==> src/sv/dmr_pkg.sv <==
// Shared types and constants of the diamond mask rasterizer.
`default_nettype none

package dmr_pkg;

  // Field widths
  localparam int unsigned CoordW  = 12;
  localparam int unsigned OwW     = 8;
  localparam int unsigned ScrW    = 13;
  localparam int unsigned CfgW    = 13;
  localparam int unsigned IndexW  = 24;
  localparam int unsigned OffsetW = 26;

  // Signed geometry terms and edge dot products
  localparam int unsigned GeoW = CoordW + 2;
  localparam int unsigned ProdW = 2 * GeoW;
  localparam int unsigned DotW = ProdW + 1;

  // Edges of the diamond
  localparam int unsigned NumEdges = 4;
  localparam int unsigned EdgeTl = 0;
  localparam int unsigned EdgeBl = 1;
  localparam int unsigned EdgeTr = 2;
  localparam int unsigned EdgeBr = 3;

  // Configuration register indexes
  typedef enum logic [1:0] {
    CFG_LENS_WIDTH    = 2'd0,
    CFG_LENS_HEIGHT   = 2'd1,
    CFG_OUTLINE_WIDTH = 2'd2,
    CFG_SCREEN_WIDTH  = 2'd3
  } cfg_idx_e;

  // Configuration-derived geometry handed to the datapath
  typedef struct packed {
    logic [CoordW-1:0]      lens_width;
    logic [ScrW-1:0]        screen_width;
    logic [OwW-1:0]         ow;
    logic [CoordW-2:0]      cy;
    logic signed [GeoW-1:0] rx;
    logic signed [GeoW-1:0] n1x;
    logic signed [GeoW-1:0] n1y;
    logic signed [GeoW-1:0] n2x;
    logic signed [GeoW-1:0] n2y;
    logic [NumEdges-1:0]    u_zero;
    logic [NumEdges-1:0]    u_neg;
  } dmr_geom_t;

endpackage

`default_nettype wire

==> src/sv/diamond_mask_rasterizer.sv <==
// Top level of the diamond mask rasterizer: handshake, pipeline registers, datapath.
`default_nettype none

// Diamond mask rasterizer. Each input item is one pixel (pixel_x, pixel_y) of a
// lens bounding box of lens_width by lens_height pixels; the matching result item
// says whether the pixel lies inside or on a diamond whose corners are the box side
// midpoints pulled in by outline_width, and carries the pixel's lens mask index
// (pixel_y*lens_width+pixel_x, 24 bits) and the byte offset of the screen pixel
// ((pixel_y*screen_width+pixel_x)*4, 26 bits), both wrapping. The block takes one
// item per clock while the output is not stalled, and returns it in order:
// the pixel is held in an input register, one pass of six 14-bit signed multipliers
// for the edge functions and two address multipliers, with their adds and sign
// compares, produces the result, and a result register drives the output. A
// stalled result holds; the input register keeps taking items until it holds one
// that cannot advance. Configuration writes are always ready and take effect on
// items accepted from the next cycle on; write them only while no item is in
// flight. Register indexes: 0 lens_width, 1 lens_height, 2 outline_width,
// 3 screen_width. After reset the sizes are 64 by 64, the inset 0 and the screen
// row 640 pixels.
module diamond_mask_rasterizer (
  input  logic                        clk_i,
  input  logic                        rst_ni,
  // Configuration write channel
  input  logic                        cfg_valid_i,
  output logic                        cfg_ready_o,
  input  logic [1:0]                  cfg_index_i,
  input  logic [dmr_pkg::CfgW-1:0]    cfg_data_i,
  // Pixel input channel
  input  logic                        in_valid_i,
  output logic                        in_stall_o,
  input  logic [dmr_pkg::CoordW-1:0]  pixel_x_i,
  input  logic [dmr_pkg::CoordW-1:0]  pixel_y_i,
  // Result channel
  output logic                        out_valid_o,
  input  logic                        out_stall_i,
  output logic                        inside_res_o,
  output logic [dmr_pkg::IndexW-1:0]  lens_index_o,
  output logic [dmr_pkg::OffsetW-1:0] source_offset_o
);
  import dmr_pkg::*;

  dmr_geom_t geom;

  // Input register
  logic              s1_valid_q, s1_valid_d;
  logic [CoordW-1:0] x_q, y_q;
  logic              s1_load;

  // Result register
  logic               s2_valid_q, s2_valid_d;
  logic               inside_q;
  logic [IndexW-1:0]  index_q;
  logic [OffsetW-1:0] offset_q;
  logic               s2_load;

  logic               inside_d;
  logic [IndexW-1:0]  index_d;
  logic [OffsetW-1:0] offset_d;

  // Configuration is always accepted
  assign cfg_ready_o = 1'b1;

  dmr_geom u_geom (
    .clk_i      (clk_i),
    .rst_ni     (rst_ni),
    .cfg_we_i   (cfg_valid_i && cfg_ready_o),
    .cfg_index_i(cfg_index_i),
    .cfg_data_i (cfg_data_i),
    .geom_o     (geom)
  );

  dmr_datapath u_datapath (
    .pixel_x_i      (x_q),
    .pixel_y_i      (y_q),
    .geom_i         (geom),
    .inside_o       (inside_d),
    .lens_index_o   (index_d),
    .source_offset_o(offset_d)
  );

  // Advance the result register whenever it is empty or being drained
  assign s2_load    = !s2_valid_q || !out_stall_i;
  // Hold the input register only while its item cannot move forward
  assign in_stall_o = s1_valid_q && !s2_load;
  assign s1_load    = in_valid_i && !in_stall_o;

  always_comb begin
    s1_valid_d = s1_valid_q;
    if (s2_load || !s1_valid_q) begin
      s1_valid_d = in_valid_i;
    end
    s2_valid_d = s2_valid_q;
    if (s2_load) begin
      s2_valid_d = s1_valid_q;
    end
  end

  always_ff @(posedge clk_i or negedge rst_ni) begin
    if (!rst_ni) begin
      s1_valid_q <= 1'b0;
      s2_valid_q <= 1'b0;
    end else begin
      s1_valid_q <= s1_valid_d;
      s2_valid_q <= s2_valid_d;
    end
  end

  always_ff @(posedge clk_i) begin
    if (s1_load) begin
      x_q <= pixel_x_i;
      y_q <= pixel_y_i;
    end
    if (s2_load && s1_valid_q) begin
      inside_q <= inside_d;
      index_q  <= index_d;
      offset_q <= offset_d;
    end
  end

  assign out_valid_o     = s2_valid_q;
  assign inside_res_o    = inside_q;
  assign lens_index_o    = index_q;
  assign source_offset_o = offset_q;

endmodule

`default_nettype wire

==> src/sv/dmr_geom.sv <==
// Configuration registers and registered diamond geometry.
`default_nettype none

module dmr_geom (
  input  logic                        clk_i,
  input  logic                        rst_ni,
  input  logic                        cfg_we_i,
  input  logic [1:0]                  cfg_index_i,
  input  logic [dmr_pkg::CfgW-1:0]    cfg_data_i,
  output dmr_pkg::dmr_geom_t          geom_o
);
  import dmr_pkg::*;

  logic [CoordW-1:0] lens_w_q, lens_h_q;
  logic [OwW-1:0]    ow_q;
  logic [ScrW-1:0]   scr_w_q;

  logic signed [GeoW-1:0] w_s, h_s, ow_s, cx_s, cy_s;
  logic signed [GeoW-1:0] rx_s, n1x_s, n1y_s, n2x_s, n2y_s, crx_s;
  dmr_geom_t geom_d, geom_q;

  always_ff @(posedge clk_i or negedge rst_ni) begin
    if (!rst_ni) begin
      lens_w_q <= CoordW'(64);
      lens_h_q <= CoordW'(64);
      ow_q     <= '0;
      scr_w_q  <= ScrW'(640);
    end else if (cfg_we_i) begin
      case (cfg_idx_e'(cfg_index_i))
        CFG_LENS_WIDTH:    lens_w_q <= cfg_data_i[CoordW-1:0];
        CFG_LENS_HEIGHT:   lens_h_q <= cfg_data_i[CoordW-1:0];
        CFG_OUTLINE_WIDTH: ow_q     <= cfg_data_i[OwW-1:0];
        CFG_SCREEN_WIDTH:  scr_w_q  <= cfg_data_i[ScrW-1:0];
        default: ;
      endcase
    end
  end

  always_comb begin
    w_s  = $signed({2'b00, lens_w_q});
    h_s  = $signed({2'b00, lens_h_q});
    ow_s = $signed({{(GeoW-OwW){1'b0}}, ow_q});
    cx_s = $signed({3'b000, lens_w_q[CoordW-1:1]});
    cy_s = $signed({3'b000, lens_h_q[CoordW-1:1]});

    rx_s  = w_s - GeoW'(1) - ow_s;
    n1x_s = ow_s - cy_s;
    n1y_s = ow_s - cx_s;
    n2x_s = cy_s - h_s + GeoW'(1) + ow_s;
    n2y_s = cx_s - ow_s;
    crx_s = cx_s - rx_s;

    geom_d.lens_width   = lens_w_q;
    geom_d.screen_width = scr_w_q;
    geom_d.ow           = ow_q;
    geom_d.cy           = lens_h_q[CoordW-1:1];
    geom_d.rx           = rx_s;
    geom_d.n1x          = n1x_s;
    geom_d.n1y          = n1y_s;
    geom_d.n2x          = n2x_s;
    geom_d.n2y          = n2y_s;

    // Centre-point sign per edge: product of two factor signs
    geom_d.u_zero[EdgeTl] = (n2y_s == '0) || (n2x_s == '0);
    geom_d.u_neg[EdgeTl]  = n2y_s[GeoW-1] ^ n2x_s[GeoW-1];
    geom_d.u_zero[EdgeBl] = (n2y_s == '0) || (n1x_s == '0);
    geom_d.u_neg[EdgeBl]  = n2y_s[GeoW-1] ^ n1x_s[GeoW-1];
    geom_d.u_zero[EdgeTr] = (crx_s == '0) || (n1x_s == '0);
    geom_d.u_neg[EdgeTr]  = crx_s[GeoW-1] ^ n1x_s[GeoW-1];
    geom_d.u_zero[EdgeBr] = (crx_s == '0) || (n2x_s == '0);
    geom_d.u_neg[EdgeBr]  = crx_s[GeoW-1] ^ n2x_s[GeoW-1];
  end

  always_ff @(posedge clk_i) begin
    geom_q <= geom_d;
  end

  assign geom_o = geom_q;

endmodule

`default_nettype wire

==> src/sv/dmr_datapath.sv <==
// Edge-function inside test and address arithmetic for one pixel.
`default_nettype none

module dmr_datapath (
  input  logic [dmr_pkg::CoordW-1:0]  pixel_x_i,
  input  logic [dmr_pkg::CoordW-1:0]  pixel_y_i,
  input  dmr_pkg::dmr_geom_t          geom_i,
  output logic                        inside_o,
  output logic [dmr_pkg::IndexW-1:0]  lens_index_o,
  output logic [dmr_pkg::OffsetW-1:0] source_offset_o
);
  import dmr_pkg::*;

  logic signed [GeoW-1:0]  dxl, dxr, dy;
  logic signed [ProdW-1:0] p_l2x, p_l1x, p_r1x, p_r2x, p_y1y, p_y2y;
  logic signed [DotW-1:0]  v [NumEdges];
  logic [NumEdges-1:0]     ok;
  logic [IndexW-1:0]       lens_prod;
  logic [IndexW-1:0]       scr_prod;
  logic [IndexW-1:0]       scr_pix;

  always_comb begin
    dxl = $signed({2'b00, pixel_x_i}) - $signed({{(GeoW-OwW){1'b0}}, geom_i.ow});
    dxr = $signed({2'b00, pixel_x_i}) - geom_i.rx;
    dy  = $signed({2'b00, pixel_y_i}) - $signed({3'b000, geom_i.cy});

    p_l2x = dxl * geom_i.n2x;
    p_l1x = dxl * geom_i.n1x;
    p_r1x = dxr * geom_i.n1x;
    p_r2x = dxr * geom_i.n2x;
    p_y1y = dy * geom_i.n1y;
    p_y2y = dy * geom_i.n2y;

    v[EdgeTl] = DotW'(p_l2x) + DotW'(p_y2y);
    v[EdgeBl] = DotW'(p_l1x) + DotW'(p_y1y);
    v[EdgeTr] = DotW'(p_r1x) + DotW'(p_y1y);
    v[EdgeBr] = DotW'(p_r2x) + DotW'(p_y2y);

    // Pass an edge when either sign is zero or both signs agree
    for (int e = 0; e < NumEdges; e++) begin
      ok[e] = geom_i.u_zero[e] || (v[e] == '0) || (v[e][DotW-1] == geom_i.u_neg[e]);
    end
    inside_o = &ok;

    lens_prod    = pixel_y_i * geom_i.lens_width;
    lens_index_o = lens_prod + IndexW'(pixel_x_i);

    scr_prod = pixel_y_i * geom_i.screen_width;
    scr_pix  = scr_prod + IndexW'(pixel_x_i);
    source_offset_o = {scr_pix, 2'b00};
  end

endmodule

`default_nettype wire

==> config.mk <==
export PLATFORM = sky130hd
export DESIGN_NAME = diamond_mask_rasterizer
export DESIGN_NICKNAME = d
export VERILOG_FILES = /design/src/sv/dmr_pkg.sv /design/src/sv/diamond_mask_rasterizer.sv /design/src/sv/dmr_geom.sv /design/src/sv/dmr_datapath.sv
export SDC_FILE = /design/constraint.sdc
export NUM_CORES = 2
export LEC_CHECK = 0
export BUFFER_PORTS_ARGS = -buffer_cell sky130_fd_sc_hd__buf_2
export CORE_UTILIZATION = 71
export CTS_CLUSTER_DIAMETER = 200
export DETAILED_ROUTE_END_ITERATION = 10
export PLACE_DENSITY = 0.9
export REMOVE_ABC_BUFFERS = 1
export SLEW_MARGIN = 20
export SYNTH_ARGS = -nofsm -noshare
export SYNTH_HDL_FRONTEND = slang
export SYNTH_SLANG_ARGS = --single-unit
export TNS_END_PERCENT = 10
==> constraint.sdc <==
create_clock -name clk_i -period 22.2 [get_ports clk_i]
set_input_delay 2.22 -clock clk_i [delete_from_list [all_inputs] [get_ports clk_i]]
set_output_delay 2.22 -clock clk_i [all_outputs]
set_load 0.05 [all_outputs]
==> impl_summary.log <==
[metrics] TritonRoute pass-1 iters: 8
[metrics] average footprint of a synthesized cell: 8.95 um2
[metrics] global-route wire length before repair: 292000 um
[metrics] antenna violations before repair: 2
[metrics] Highest Clock Rate: 0.0651 GHz
[metrics] Die Height: 308 um
[metrics] placeable core region: 93200 um2
[metrics] vias after detailed routing: 52300
[metrics] per-cell routed wire length: around 21 um
[metrics] area share of the largest cell type after synthesis: 0.375
[metrics] number of routed nets with antenna violations: 1
[metrics] Reg2Reg Depth: 49
[metrics] final design area excluding fillers: 69300 um2
[metrics] count of buffers added by post-CTS timing repair for setup: 0
[metrics] Die Footprint: 95200 um2
[metrics] Root Driver: clkbuf_16
[metrics] portion of the post-synthesis area used by sequential elements: 0.0851
[metrics] number of buffers inserted during clock tree synthesis: 24
[metrics] multi-input logic area: ~54000 um2
[metrics] transition time at the pin with the least slew margin: 1220 ps
[metrics] unrepaired setup endpoints after global routing: no
[metrics] Final #Nets: 9326
[metrics] all-layer global routing usage: 0.395
[metrics] I/O Buffers: 94
[metrics] Clk pin slew, worst setup/hold paths: 90 ps
[metrics] arrival time at the worst endpoint: 15730 ps
[metrics] Crit. End Element: register
[metrics] count of buffer and inverter cells on the critical path: 7
[metrics] number of maximum-capacitance constraint violations: 0
[metrics] total number of cells along the worst setup path: 49
[metrics] top-level I/O count: 98
[metrics] total placed cells including tap cells: 8587
[metrics] Synth Cell Area: 66700 um2
[metrics] number of gates resized after cts: 0
[metrics] largest net degree at the start of global routing: 83
[metrics] total wire length: 181000 um
[metrics] setup_tns: 0 ps
[metrics] standard cell area after detailed placement: 68500 um2
[metrics] starting utilization of the core area: 0.716
[metrics] Final setup violation count: 0
[metrics] post-synthesis instance total: 7451
[metrics] warnings from Yosys: 0
[metrics] Placement Setup Slack: 7150 ps
[metrics] detailed-route vias per instance: 6.06
[metrics] HPWL after DPL: 144000 um
[metrics] fin crit period: 15370 ps
[metrics] final instance count without filler cells: about 8600
[metrics] most used cell, CP: fa_1
[metrics] worst clock skew on the final layout: 38.8 ps
[metrics] most frequently used cell type in the post-synthesis netlist: inv_1
[metrics] initial DRC count: 4510
[metrics] normalized max-slew margin: 0.178
[metrics] startpoint class of the critical path: register
[metrics] Required @ worst endpoint: roughly 23000 ps
[metrics] final hold violation count: 0
[metrics] Yosys cell types: between 100 and 150
[metrics] H-tree level count: 1
[metrics] synthesis-to-layout area growth: 3.90%
[metrics] count of hold-fix buffers inserted at cts: 0
[metrics] number of filler cells placed in the layout: 6128
[metrics] Async SR Flop Fraction: 0.200
[metrics] layout cell share with drive strength beyond 1: 0.0472
[metrics] clock tree buffer depth: 3
[metrics] number of synthesized flops with an enable pin: 73
[metrics] worst stage delay on the critical path: 800 ps
[metrics] vias in the first global route: about 56000
[metrics] critical path type: register to register
[metrics] total DRC errors in the routed layout: 0
[metrics] sequential cell area: approximately 5700 um2
[metrics] GP Congestion: a little over 1
[metrics] aggregate global routing overflow: 0
[metrics] die width: just over 300 um
[metrics] top cells by count, synth: inv_1, fa_1, and2_1, ha_1, nand2_1
[metrics] biggest area contributors in the synthesized netlist: fa_1, ha_1, inv_1
[metrics] synthesized flop and latch total: between 200 and 250
[metrics] worst hold path type: register to register
[metrics] category of cells accounting for the largest share of critical-path delay: adder cells
[metrics] clock sinks: 235
[metrics] most instantiated flip-flop cell in the synthesis netlist: dfxtp_1
[metrics] PnR worst setup slack: 6830 ps
[metrics] pins over their slew limit: 0
[metrics] clock tree from TritonCTS: built
[metrics] clock latency reported for the late side of the worst-skew pair: 570 ps
[metrics] failing checks: antenna violations
[metrics] share of the clock period used by the worst path: 0.692
[metrics] number of rows created at floorplan: 112
[metrics] master of the slowest instance on the critical path: edfxtp_1
[metrics] run status: finished, violations left
[metrics] Max Fanout on Critical Path: 26
[metrics] area leader, netlist: fa_1
[metrics] hold path cells: 0
cell families after synthesis:
| kind of cell | count (synthesis) | synth area share |
|---|---|---|
| AOI/OAI and AO/OA | 816 | 0.0799 |
| xor gates and xnor gates | 285 | 0.0375 |
| adders and majority gates | 1923 | 0.501 |
| buffers and inverters | 1953 | 0.110 |
| DFF | 235 | 0.0851 |
| muxes | 52 | 0.00856 |
| other | 2 | 0.000113 |
| and+or+nand+nor | 2185 | 0.177 |
per-layer routing:
layer | share of wire | track usage | up-vias
met5 | 0.00016 | 0 | -
li1 | - | - | 22800
met1 | 0.36 | 0.494 | 26000
met3 | 0.097 | 0.0678 | 695
met2 | 0.47 | 0.638 | 2818
met4 | 0.075 | 0.253 | 2
cell type report:
cell class	count	share of cell area
repair buffers	176	0.0157
flip-flops and latches	235	0.0819
multi-input cells	5264	0.778
inverters	1658	0.0898
clock inverters	16	0.00208
well taps	1254	0.0226
clock buffers	28	0.00917
diodes	5	0.000181
metrics by stage:
stage	hold WS, ps	util
finish	359	0.744
global placement	347	0.735
floorplan	342	-
CTS	348	0.743
detailed placement	353	0.735
global route	369	0.743
worst paths after layout:
path,from,end,slack [ps]
worst max-delay path,y_q[2],inside_res_o,6830
worst min-delay path,u_geom.scr_w_q[10],u_geom.geom_o[107],360
min in group asynchronous,rst_ni,u_geom.scr_w_q[1],1750
max in group asynchronous,rst_ni,u_geom.lens_h_q[5],19980
worst max register to register,y_q[2],inside_res_o,6830
worst min register to register,u_geom.scr_w_q[10],u_geom.geom_o[107],360
worst register-to-register path: cells and delay by family, from the launching register on:
family | cells | cell delay [ps]
buffers and inverters | 7 | 640
AOI/OAI and AO/OA | 21 | 4770
adders and majority gates | 14 | 6840
xor gates and xnor gates | 1 | 600
DFF | 1 | 800
and+or+nand+nor | 6 | 1500
registers in the layout, summed over array words and instances (netlist names), 8 cells and up:
signal,cells
x_q,12
u_geom.scr_w_q,13
lens_index_o,24
u_geom.lens_w_q,12
u_geom.ow_q,8
y_q,12
source_offset_o,24
u_geom.geom_o,115
u_geom.lens_h_q,12
cell usage in the layout (no fill, tap or decap), drive strengths merged, types with 200 or more instances in the layout:
| cell | synthesis | layout |
|---|---|---|
| a21oi | 200 | 200 |
| fa | 1249 | 1249 |
| nor2 | 250 | 250 |
| ha | 674 | 674 |
| o21ai | 211 | 211 |
| xnor2 | 214 | 214 |
| nor2b | 240 | 240 |
| inv | 1657 | 1662 |
| and2 | 689 | 689 |
| nand2 | 538 | 538 |
Power is left out: the tool's default activity adds up to more than one toggle a clock period on the data nets, which glitch-free logic cannot reach.
